<file path="src/rtl/stable_time_ordered_event_queue_macros.svh">
// Assertion macros for the event queue RTL.
`ifndef STABLE_TIME_ORDERED_EVENT_QUEUE_MACROS_SVH
`define STABLE_TIME_ORDERED_EVENT_QUEUE_MACROS_SVH

// Condition holds at every clock edge outside reset.
`define STOEQ_ASSERT_ALWAYS(lbl, cond, msg) \
  lbl: assert property (@(posedge clk) disable iff (!rst_n) (cond)) else $error(msg);

// Consequent holds in the same cycle as the antecedent.
`define STOEQ_ASSERT_IMPL(lbl, ante, cons, msg) \
  lbl: assert property (@(posedge clk) disable iff (!rst_n) (ante) |-> (cons)) else $error(msg);

// Consequent holds in the cycle after the antecedent.
`define STOEQ_ASSERT_NEXT(lbl, ante, cons, msg) \
  lbl: assert property (@(posedge clk) disable iff (!rst_n) (ante) |=> (cons)) else $error(msg);

`endif

</file>
<file path="src/rtl/stoeq_pkg.sv">
// Shared types and codes for the stable time-ordered event queue.
`default_nettype none

package stoeq_pkg;

  localparam int KIND_BITS   = 3;
  localparam int STATUS_BITS = 2;

  // Item selector carried on in_tuser
  localparam logic MODE_INSERT = 1'b0;
  localparam logic MODE_POP    = 1'b1;

  typedef enum logic [STATUS_BITS-1:0] {
    STAT_OK    = 2'd0,
    STAT_FULL  = 2'd1,
    STAT_EMPTY = 2'd2
  } status_t;

  // Per-cycle command broadcast to every cell of the chain
  typedef struct packed {
    logic ins;  // place the new event, shift later entries toward the tail
    logic pop;  // shift every entry toward the head
  } cell_ctl_t;

endpackage

`default_nettype wire

</file>
<file path="src/rtl/stoeq_cell.sv">
// One slot of the sorted chain: holds an event and moves it to a neighbor.
`default_nettype none

module stoeq_cell
  import stoeq_pkg::*;
#(
  parameter int TIME_BITS = 32,
  parameter int PROC_BITS = 8
) (
  input  wire logic                 clk,
  input  wire cell_ctl_t            ctl,
  input  wire logic                 occ,        // slot holds an event
  input  wire logic [TIME_BITS-1:0] new_time,
  input  wire logic [PROC_BITS-1:0] new_proc,
  input  wire logic [TIME_BITS-1:0] new_created,
  input  wire logic [KIND_BITS-1:0] new_kind,
  input  wire logic                 left_flag,  // neighbor toward head yields
  input  wire logic [TIME_BITS-1:0] left_time,
  input  wire logic [PROC_BITS-1:0] left_proc,
  input  wire logic [TIME_BITS-1:0] left_created,
  input  wire logic [KIND_BITS-1:0] left_kind,
  input  wire logic [TIME_BITS-1:0] right_time,
  input  wire logic [PROC_BITS-1:0] right_proc,
  input  wire logic [TIME_BITS-1:0] right_created,
  input  wire logic [KIND_BITS-1:0] right_kind,
  output logic                      flag,       // new event belongs here or earlier
  output logic [TIME_BITS-1:0]      time_q,
  output logic [PROC_BITS-1:0]      proc_q,
  output logic [TIME_BITS-1:0]      created_q,
  output logic [KIND_BITS-1:0]      kind_q
);

  logic [TIME_BITS-1:0] time_r;
  logic [PROC_BITS-1:0] proc_r;
  logic [TIME_BITS-1:0] created_r;
  logic [KIND_BITS-1:0] kind_r;

  // Strict compare keeps equal times in arrival order; empty slots act as +inf.
  assign flag = !occ || (new_time < time_r);

  always_ff @(posedge clk) begin
    if (ctl.pop) begin
      time_r    <= right_time;
      proc_r    <= right_proc;
      created_r <= right_created;
      kind_r    <= right_kind;
    end else if (ctl.ins) begin
      if (left_flag) begin
        time_r    <= left_time;
        proc_r    <= left_proc;
        created_r <= left_created;
        kind_r    <= left_kind;
      end else if (flag) begin
        time_r    <= new_time;
        proc_r    <= new_proc;
        created_r <= new_created;
        kind_r    <= new_kind;
      end
    end
  end

  assign time_q    = time_r;
  assign proc_q    = proc_r;
  assign created_q = created_r;
  assign kind_q    = kind_r;

endmodule

`default_nettype wire

</file>
<file path="config.mk">
export PLATFORM = sky130hd
export DESIGN_NAME = stoeq_cell
export DESIGN_NICKNAME = d
export VERILOG_FILES = /design/src/rtl/stable_time_ordered_event_queue_macros.svh /design/src/rtl/stoeq_pkg.sv /design/src/rtl/stoeq_cell.sv
export SDC_FILE = /design/constraint.sdc
export NUM_CORES = 1
export LEC_CHECK = 0
export ABC_AREA = 0
export BUFFER_PORTS_ARGS = -buffer_cell sky130_fd_sc_hd__buf_4
export CORE_AREA = 4 4 118 120
export CTS_CLUSTER_SIZE = 12
export DETAILED_ROUTE_END_ITERATION = 10
export DIE_AREA = 0 0 122 124
export PLACE_DENSITY = 0.7
export REMOVE_ABC_BUFFERS = 1
export SKIP_LAST_GASP = 1
export SYNTH_ARGS = -nofsm -noshare
export SYNTH_HDL_FRONTEND = slang
export SYNTH_SLANG_ARGS = --single-unit
export TNS_END_PERCENT = 100
</file>
<file path="constraint.sdc">
create_clock -name clk -period 7.9 [get_ports clk]
set_clock_uncertainty 0.2 [all_clocks]
set_input_delay 1.185 -clock clk [delete_from_list [all_inputs] [get_ports clk]]
set_output_delay 1.185 -clock clk [all_outputs]
set_load 0.02 [all_outputs]
</file>
# After elaboration in Yosys (flattened, before gate mapping)
# Index checks and enable logic that the tools add are counted.
# op_classes
mux	16
n_reduce_logical	5
order_cmp	1
# ops
operator	n
32-bit two-way mux	8
32-bit < comparator	1
8-bit two-way mux	4
3-bit two-way mux	4
3-bit nonzero test	1
2-bit AND reduction	1
2-bit nonzero test	1
1-bit logical NOT	1
1-bit logical OR	1
# word_totals
ff_bits	75
wordCells	26

# Logic depth before layout (Yosys ltp)
# Gate-level depths: netlist of the first run.
# depth
word_depth	6
depth_mapped	8
depth_no_buf	8

# Worst setup path before layout of the first run
# OpenSTA, ideal clock, no wires.
# synth_timing
path_type	input -> register
from	input new_time[2]
to	register created_r[0] (netlist: created_q[0]), enable pin
path_buffers	0
slack_ps	1062
setup_time_ps	533
stages	7
required_ps	7167
arrival_ps	6105
path_cell_list	ha_1 > a211o_1 > a31oi_1 > o311a_1 > nor3_1 > o311a_1 > a21oi_1
# synth_via
elab_chain_cells	4
# synth_rtl
element	line	source
start: declaration	stoeq_cell.sv:13	input wire logic [TIME_BITS-1:0] new_time,
32-bit < comparator	stoeq_cell.sv:39	assign flag = !occ || (new_time < time_r);
1-bit logical OR	stoeq_cell.sv:39	
3-bit nonzero test (no line)	n/a	
2-bit AND reduction (no line)	n/a	
end signal: assignment	stoeq_cell.sv:45	created_r <= right_created;
end signal: assignment	stoeq_cell.sv:51	created_r <= left_created;
end signal: assignment	stoeq_cell.sv:56	created_r <= new_created;
end: declaration	stoeq_cell.sv:35	logic [TIME_BITS-1:0] created_r;
# No other way between the ends.
# A chain may end at the register's enable or synchronous reset.

# Worst setup path after layout of the first run
# layout_timing
from	input new_time[2]
to	output flag
# layout_via
elab_chain_cells	2
# layout_rtl
element	line	source
32-bit < comparator	stoeq_cell.sv:39	
1-bit logical OR	stoeq_cell.sv:39	
end: declaration	stoeq_cell.sv:26	output logic flag,
# No other way between the ends.

==> results of run 1 <==
==> critical path, delay by kind of cell <==
family	cells	cell delay [ps]
AO/OA/AOI/OAI	5	1210
adder cells (fa/ha/maj)	1	300
buffers and inverters	2	280
AND/OR/NAND/NOR	1	60
==> registers in the layout, summed over array words and instances (netlist names) <==
name / count
created_q: 32
time_q: 32
proc_q: 8
kind_q: 3
==> how the worst max path moves through the flow <==
stage,end,slack [ps],depth (start not counted)
after floorplan,created_q[0],1060,7
after global placement,time_q[28],3150,9
after detailed placement,time_q[14],3110,9
after CTS,flag,3450,9
after global routing,created_q[13],3280,9
final,flag,3480,9
==> power by group <==
part | switching, mW | internal, mW
Combinational | 0.174 | 0.175
Clock | 0.144 | 0.236
Sequential | 0.0174 | 0.493
==> stage by stage <==
stage	hold WS [ps]	setup slack [ps]	utilization (%)	cells
2_1_floorplan	1170	1060	-	411
3_3_place_gp	1080	3150	53.8	895
3_5_place_dp	1100	3110	53.8	895
4_1_cts	930	3450	55.8	906
5_1_grt	932	3280	55.8	906
6_report	938	3480	55.8	906
==> layout make-up <==
class	instances	area, µm²	area share, %
timing repair buffer	308	2310	31.9
sequential	75	2250	31.1
multi-input combinational	305	2090	28.8
clock buffer	10	229	3.16
tap	176	220	3.04
inverter	31	116	1.61
clock inverter	1	30.0	0.414
==> metal layers <==
metal  up-vias  wire length [µm]
met1      1970              5250
li1       2159                 -
met3        20              1420
met5         -                 0
met4         0               287
met2       206              7720
==> kinds of logic (layout without fill, tap and decap cells) <==
| group | Yosys count | in the layout | share of synthesized area [%] |
|---|---|---|---|
| buffers and inverters | 57 | 350 | 4.84 |
| multiplexers | 75 | 75 | 16.5 |
| adder cells (fa/ha/maj) | 31 | 31 | 8.53 |
| AND/OR/NAND/NOR | 98 | 98 | 8.78 |
| AO/OA/AOI/OAI | 101 | 101 | 11.8 |
| flip-flops | 75 | 75 | 49.5 |
==> cell usage in the layout, fill, tap and decap left out, types with 2 or more instances in the layout <==
master and instances:
inv_1 31, nand3_1 3, a21o_1 2, mux2i_1 75
nand2_1 82, ha_1 31, o311a_1 2, buf_4 308
nor2_1 3, edfxtp_1 75, clkbuf_16 9, a21oi_1 11
nand4_1 5, o21ai_0 78
==> impl_metrics.toml, run 1 <==
[status]
status = "completed"

[yosys]
async_reset_ff_share_pct = 0
ys_top_cells_by_area = "edfxtp_1 50%, mux2i_1 17%, o21ai_0 8.6%, ha_1 8.5%, nand2_1 6.8%"
synth_common_cells = "82 x nand2_1, 78 x o21ai_0, 75 x edfxtp_1, 75 x mux2i_1"
yosysSeqAreaShare_pct = 49.5
synth_edf_count = 75
synth-main-ff-cell = "edfxtp_1"
avgSynthCellArea_um2 = 10.4
ys_seq_elements = 75
synth.most_common_cell = "nand2_1"
synth_cells = 437
synth.top_cell.area_share_pct = 49.5
syn_area_um2 = 4550
yosysWarnings = 0
yosys.area.top_type = "edfxtp_1"
synth_cell_type_count = 27

[cells_and_area]
syn2layout_area_growth_pct = 59.3
fill_cells = 1164
final_net_count = 991
drive_gt1_share_pct = 43.7
antenna_cells = 0
final_area_um2 = 7250

[worst_setup_path]
reg2reg_slack_ps = 4090
worstPathArrival_ps = 3030
r2r_cells = 9
worstPathMaxFanout = 2
r2r_start = "time_q[2]"
cp_slowest_cell = "o311a_1"
crit_path_start_kind = "input port"
rr_endpoint = "time_q[30]"
worstSetupPathType = "input port to output port"
crit_start = "new_time[2]"
end_kind = "output port"
slowest_delay_ps = 400
cp.required_ps = 6510
path_cells = "buf_4 > ha_1 > a211o_1 > a31oi_1 > o311a_1 > nor3_1 > o311a_1 > o21ai_1 > buf_4"

[route]
drt_iter0_markers = 146
vias_per_cell = 4.81
post_drt_wl_per_cell_um = 16.2
wl_um = 14700
drt_pass1_iterations = 4
drcViolationCount = 0
dr_total_vias = 4355
ant_nets = 0

[sta]
fin_setup_tns_ps = 0
rsz0062_at_grt = "false"
slew_headroom_pct = 43.1
finalCriticalPeriod_ps = 4420
drv_slew = 0
min_period_over_period_pct = 55.9
setup_violations = 0
max_freq_mhz = 226
finalHoldViolations = 0
worst_pin_slew_ps = 851

[grt]
use_met1_pct = 19.4
track_usage_pct = 18.3
antenna_found_initial = 0
grt_pass1_vias = 4406
grt_max_degree = 92
grtUsageMet3_pct = 7.04
grt-ovfl-total = 0
grt_pass1_wl_um = 21400
top_usage_layer = "met2"
use_met2_pct = 33.5

[clocking]
root_buffer = "clkbuf_16"
clk_latency_ps = 320
cts.htree.levels = 3
cts_max_path_buffers = 2
ctsHoldBuffers = 0
cts_tree = "done"
post_cts_buffers = 0
ctsResizeCount = 0
cts_sinks = 75
clkTransAtPathRegs_ps = 50
cts_buffers = 9

[floorplan]
dieArea_um2 = 15100
core_um2 = 13000
start_util_pct = 35.0
rows = 42
die_h_um = 124
io_pins = 306
die_w_um = 122

[power]
powerDensity_nw_per_um2 = 171
power.total_mw = 1.24
ir_drop_mv = 0.0802
leakagePower_nw = 3.57

[placement]
dpl_cell_area_um2 = 6990
hpwl_um = 11900
io_buffers = 305
gp_congestion = 0.828

[min_path]
hold_path_end = "created_q[1]"
hold_path_depth = 3
min_path_type = "input port to flop"
hp-start = "right_created[1]"

[run]
drv_cap = 0
Power figures use the tool's default switching activity.
==> run 2, diff against run 1 <==
Settings changed: PLACE_DENSITY 0.7 to 0.72.
Clock period 7.9 ns to 3.5 ns, I/O delays scaled along.
==> impl_metrics.toml, run 2 (same netlist as run 1, synthesis figures left out) <==
[clocking]
cts_tree = "done"
ctsHoldBuffers = 0
cts_max_path_buffers = 2
clkTransAtPathRegs_ps = 60
clk_latency_ps = 330
root_buffer = "clkbuf_16"
cts.htree.levels = 3
post_cts_buffers = 0
cts_buffers = 9
ctsResizeCount = 0
cts_sinks = 75

[worst_setup_path]
worstSetupPathType = "flop to output port"
crit_path_start_kind = "flop"
path_cells = "inv_1 > ha_1 > a211o_1 > a31oi_1 > o311a_1 > nor3_1 > o311a_1 > o21ai_1 > buf_4"
worstPathArrival_ps = 2520
cpMostUsedCell = "o311a_1"
cp_slowest_cell = "o311a_1"
cp.required_ps = 2770
slowest_delay_ps = 410
end_kind = "output port"
worstPathMaxFanout = 2

[floorplan]
die_h_um = 124
start_util_pct = 35.0
rows = 42
dieArea_um2 = 15100
io_pins = 306
die_w_um = 122
core_um2 = 13000

[cells_and_area]
drive_gt1_share_pct = 44.0
antenna_cells = 0
multiInputGateArea_um2 = 2090
syn2layout_area_growth_pct = 60.7
fill_cells = 1161
seq_area_um2 = 2250
final_cell_mix = "305 x buf_4, 82 x nand2_1, 78 x o21ai_0, 75 x mux2i_1, 75 x edfxtp_1"
final_cells = 912
layout_commonest_cell = "buf_4"
final_net_count = 992

[route]
dr_total_vias = 4287
post_drt_wl_per_cell_um = 15.7
ant_nets = 0
drt_iter0_markers = 188
drt_pass1_iterations = 4
wl_um = 14300
drcViolationCount = 0
vias_per_cell = 4.70

[sta]
finalHoldViolations = 0
drv_slew = 0
slew_headroom_pct = 60.7
setup_violations = 0
rsz0062_at_grt = "false"
worst_pin_slew_ps = 590
max_freq_mhz = 308
fin_setup_tns_ps = 0
finalCriticalPeriod_ps = 3250
min_period_over_period_pct = 92.8

[power]
p_int_mw = 1.99
powerDensity_nw_per_um2 = 379
ir_drop_mv = 0.268
leakagePower_nw = 3.61
p_sw_mw = 0.782
clockPowerShare_pct = 29.7
swShare_pct = 28.2
combPwrFrac_pct = 28.8
pwr-share-seq_pct = 41.4

[placement]
gp_congestion = 0.860
io_buffers = 305
hpwl_um = 11600
post-place-cells = 896

[min_path]
min_path_type = "input port to flop"

[run]
drv_cap = 0

[grt]
track_usage_pct = 18.0
antenna_found_initial = 0
grt_pass1_wl_um = 21200
grt_max_degree = 143
grt_pass1_vias = 4426
grt-ovfl-total = 0

[status]
status = "completed"
## run 2: changes by cell type in the layout (fill, tap and decap cells not counted)
cell and change:
buf_12 +4, clkinv_2 +4, buf_4 -3, bufinv_16 -1
clkinv_1 +1, clkinv_4 +1
## run 2: worst max-delay path, delay by kind of cell, from the launching register on
family	cells	cell delay, ps
adders and majority gates	1	240
AOI/OAI and AO/OA	5	1260
and+or+nand+nor	1	70
DFF	1	380
buffers and inverters	2	250
## run 2: through the flow
step	total power, mW	utilization [%]	cell area, µm²	setup WS (ps)	hold WS, ps
after floorplan	1.50	-	4440	-2680	512
after global placement	1.96	54.3	7050	340	605
after detailed placement	1.98	54.3	7050	297	609
after CTS	2.80	56.3	7310	210	268
after global routing	2.92	56.3	7310	66.0	270
final	2.77	56.3	7310	251	278
## run 2: worst paths after layout
check / start / end / slack [ps] / cells past startpoint
min reg2reg: time_q[31] / time_q[31] / 1000 / 6
max reg2reg: time_q[2] / created_q[10] / 640 / 9
min: right_time[24] / time_q[24] / 280 / 3
max: time_q[2] / flag / 250 / 9
## run 2: area by class of cell
class | count | share of cell area [%]
clock inverters | 6 | 0.445
flip-flops and latches | 75 | 30.8
clock buffers | 10 | 3.13
well taps | 176 | 3.01
inverters | 31 | 1.59
multi-input cells | 305 | 28.6
repair buffers | 309 | 32.4
## run 2: power groups by stage
stage | Clock, mW | Sequential (mW) | Combinational [mW]
global route | 0.889 | 1.16 | 0.875
finish | 0.824 | 1.15 | 0.798
detailed placement | 0 | 1.17 | 0.811
global placement | 0 | 1.16 | 0.793
CTS | 0.841 | 1.15 | 0.812
floorplan | 0 | 1.29 | 0.209
## run 2: metal layers
metal  up-vias  track usage [%]  share of wire [%]
met4         0             6.02                2.4
met1      1907             20.1                 37
met2       193             32.4                 52
met5         -                0                  0
li1       2165                -                  -
met3        22             6.04                8.8
==> run 3, diff against run 2 <==
Settings changed: CORE_AREA 4 4 118 120 to default, CORE_ASPECT_RATIO from default to 0.8, CORE_MARGIN from default to 4, CORE_UTILIZATION from default to 38, DIE_AREA 0 0 122 124 to default, PLACE_DENSITY 0.72 to 0.77.
==> impl_metrics.toml, run 3 (same netlist as run 1, synthesis figures left out) <==
[route]
ant_nets = 0
dr_total_vias = 4347
drt_pass1_iterations = 4
post_drt_wl_per_cell_um = 16.7
wl_um = 14800
drt_iter0_markers = 227
vias_per_cell = 4.92
drcViolationCount = 0

[cells_and_area]
fin_util_pct = 62.9
drive_gt1_share_pct = 44.2
final_net_count = 992
fill_cells = 928
layout_commonest_cell = "buf_4"
antenna_cells = 0
syn2layout_area_growth_pct = 60.6
final_cell_mix = "305 x buf_4, 82 x nand2_1, 78 x o21ai_0, 75 x mux2i_1, 75 x edfxtp_1"

[clocking]
ctsHoldBuffers = 0
cts.htree.levels = 3
clk_latency_ps = 320
clkTransAtPathRegs_ps = 60
post_cts_buffers = 0
ctsResizeCount = 0
cts_sinks = 75
cts_max_path_buffers = 2
cts_tree = "done"
root_buffer = "clkbuf_16"
cts_buffers = 9

[floorplan]
dieArea_um2 = 13800
start_util_pct = 39.2
die_h_um = 106
rows = 35
io_pins = 306
core_um2 = 11600
die_w_um = 130

[grt]
grt_max_degree = 111
grt_pass1_vias = 4365
grt-ovfl-total = 0
grt_pass1_wl_um = 21700
antenna_found_initial = 0
track_usage_pct = 20.2

[worst_setup_path]
cp.required_ps = 2770
path_cells = "inv_1 > ha_1 > a211o_1 > a31oi_1 > o311a_1 > nor3_1 > o311a_1 > o21ai_1 > buf_4"
cpMostUsedCell = "o311a_1"
worstSetupPathType = "flop to output port"
crit_path_start_kind = "flop"
cp_slowest_cell = "o311a_1"
worstPathMaxFanout = 2
worstPathArrival_ps = 2480
slowest_delay_ps = 410
end_kind = "output port"

[sta]
finalHoldViolations = 0
hold_slack_ps = 280
fin_setup_tns_ps = 0
setup_violations = 0
finalCriticalPeriod_ps = 3210
slew_headroom_pct = 62.5
worst_pin_slew_ps = 563
rsz0062_at_grt = "false"
layout_setup_ws_ps = 292
min_period_over_period_pct = 91.7
drv_slew = 0
max_freq_mhz = 312

[placement]
preCtsSetupSlack_ps = 362
io_buffers = 305
hpwl_um = 12100
gp_congestion = 0.899

[power]
ir_drop_mv = 0.224
leakagePower_nw = 3.61
powerDensity_nw_per_um2 = 392
power.total_mw = 2.86

[min_path]
min_path_type = "input port to flop"

[status]
status = "completed"

[run]
drv_cap = 0
-- run 3: critical path: cells and delay by family (launching register included) --
kind / cells / cell delay (ps)
DFF: 1 / 390
adders and majority gates: 1 / 230
AOI/OAI and AO/OA: 5 / 1230
and+or+nand+nor: 1 / 70
buffers and inverters: 2 / 250
-- run 3: worst paths after layout --
kind                     startpoint            end  slack, ps  depth (start not counted)
hold reg to reg          time_q[31]     time_q[19]        990                          6
hold / removal    right_created[16]  created_q[16]        280                          3
setup / recovery          time_q[2]           flag        290                          9
setup reg to reg          time_q[2]  created_q[23]        610                          9
-- run 3: through the flow --
| step | cells | cell area [µm²] |
|---|---|---|
| floorplan | 411 | 4440 |
| CTS | 883 | 7300 |
| global route | 883 | 7300 |
| global placement | 868 | 7010 |
| finish | 883 | 7300 |
| detailed placement | 868 | 7010 |
-- run 3: per-layer routing --
metal | vias up | track usage, % | part of all wire, %
met5 | - | 0 | 0
met4 | 0 | 5.71 | 1.9
met3 | 22 | 6.94 | 9.6
met2 | 179 | 36.2 | 52
met1 | 1979 | 22.6 | 36
li1 | 2167 | - | -
-- run 3: power by group --
part	internal (mW)	switching [mW]	total, mW
clock	0.549	0.356	0.905
sequential	1.11	0.0381	1.15
combinational	0.404	0.403	0.807
-- run 3: cell type report --
cell class / count / area (µm²) / share of cell area (%)
Inverter: 31 / 116 / 1.59
Multi-Input combinational cell: 305 / 2090 / 28.6
Sequential cell: 75 / 2250 / 30.8
Clock inverter: 6 / 67.6 / 0.925
Clock buffer: 9 / 225 / 3.08
Tap cell: 148 / 185 / 2.54
Timing Repair Buffer: 309 / 2370 / 32.4
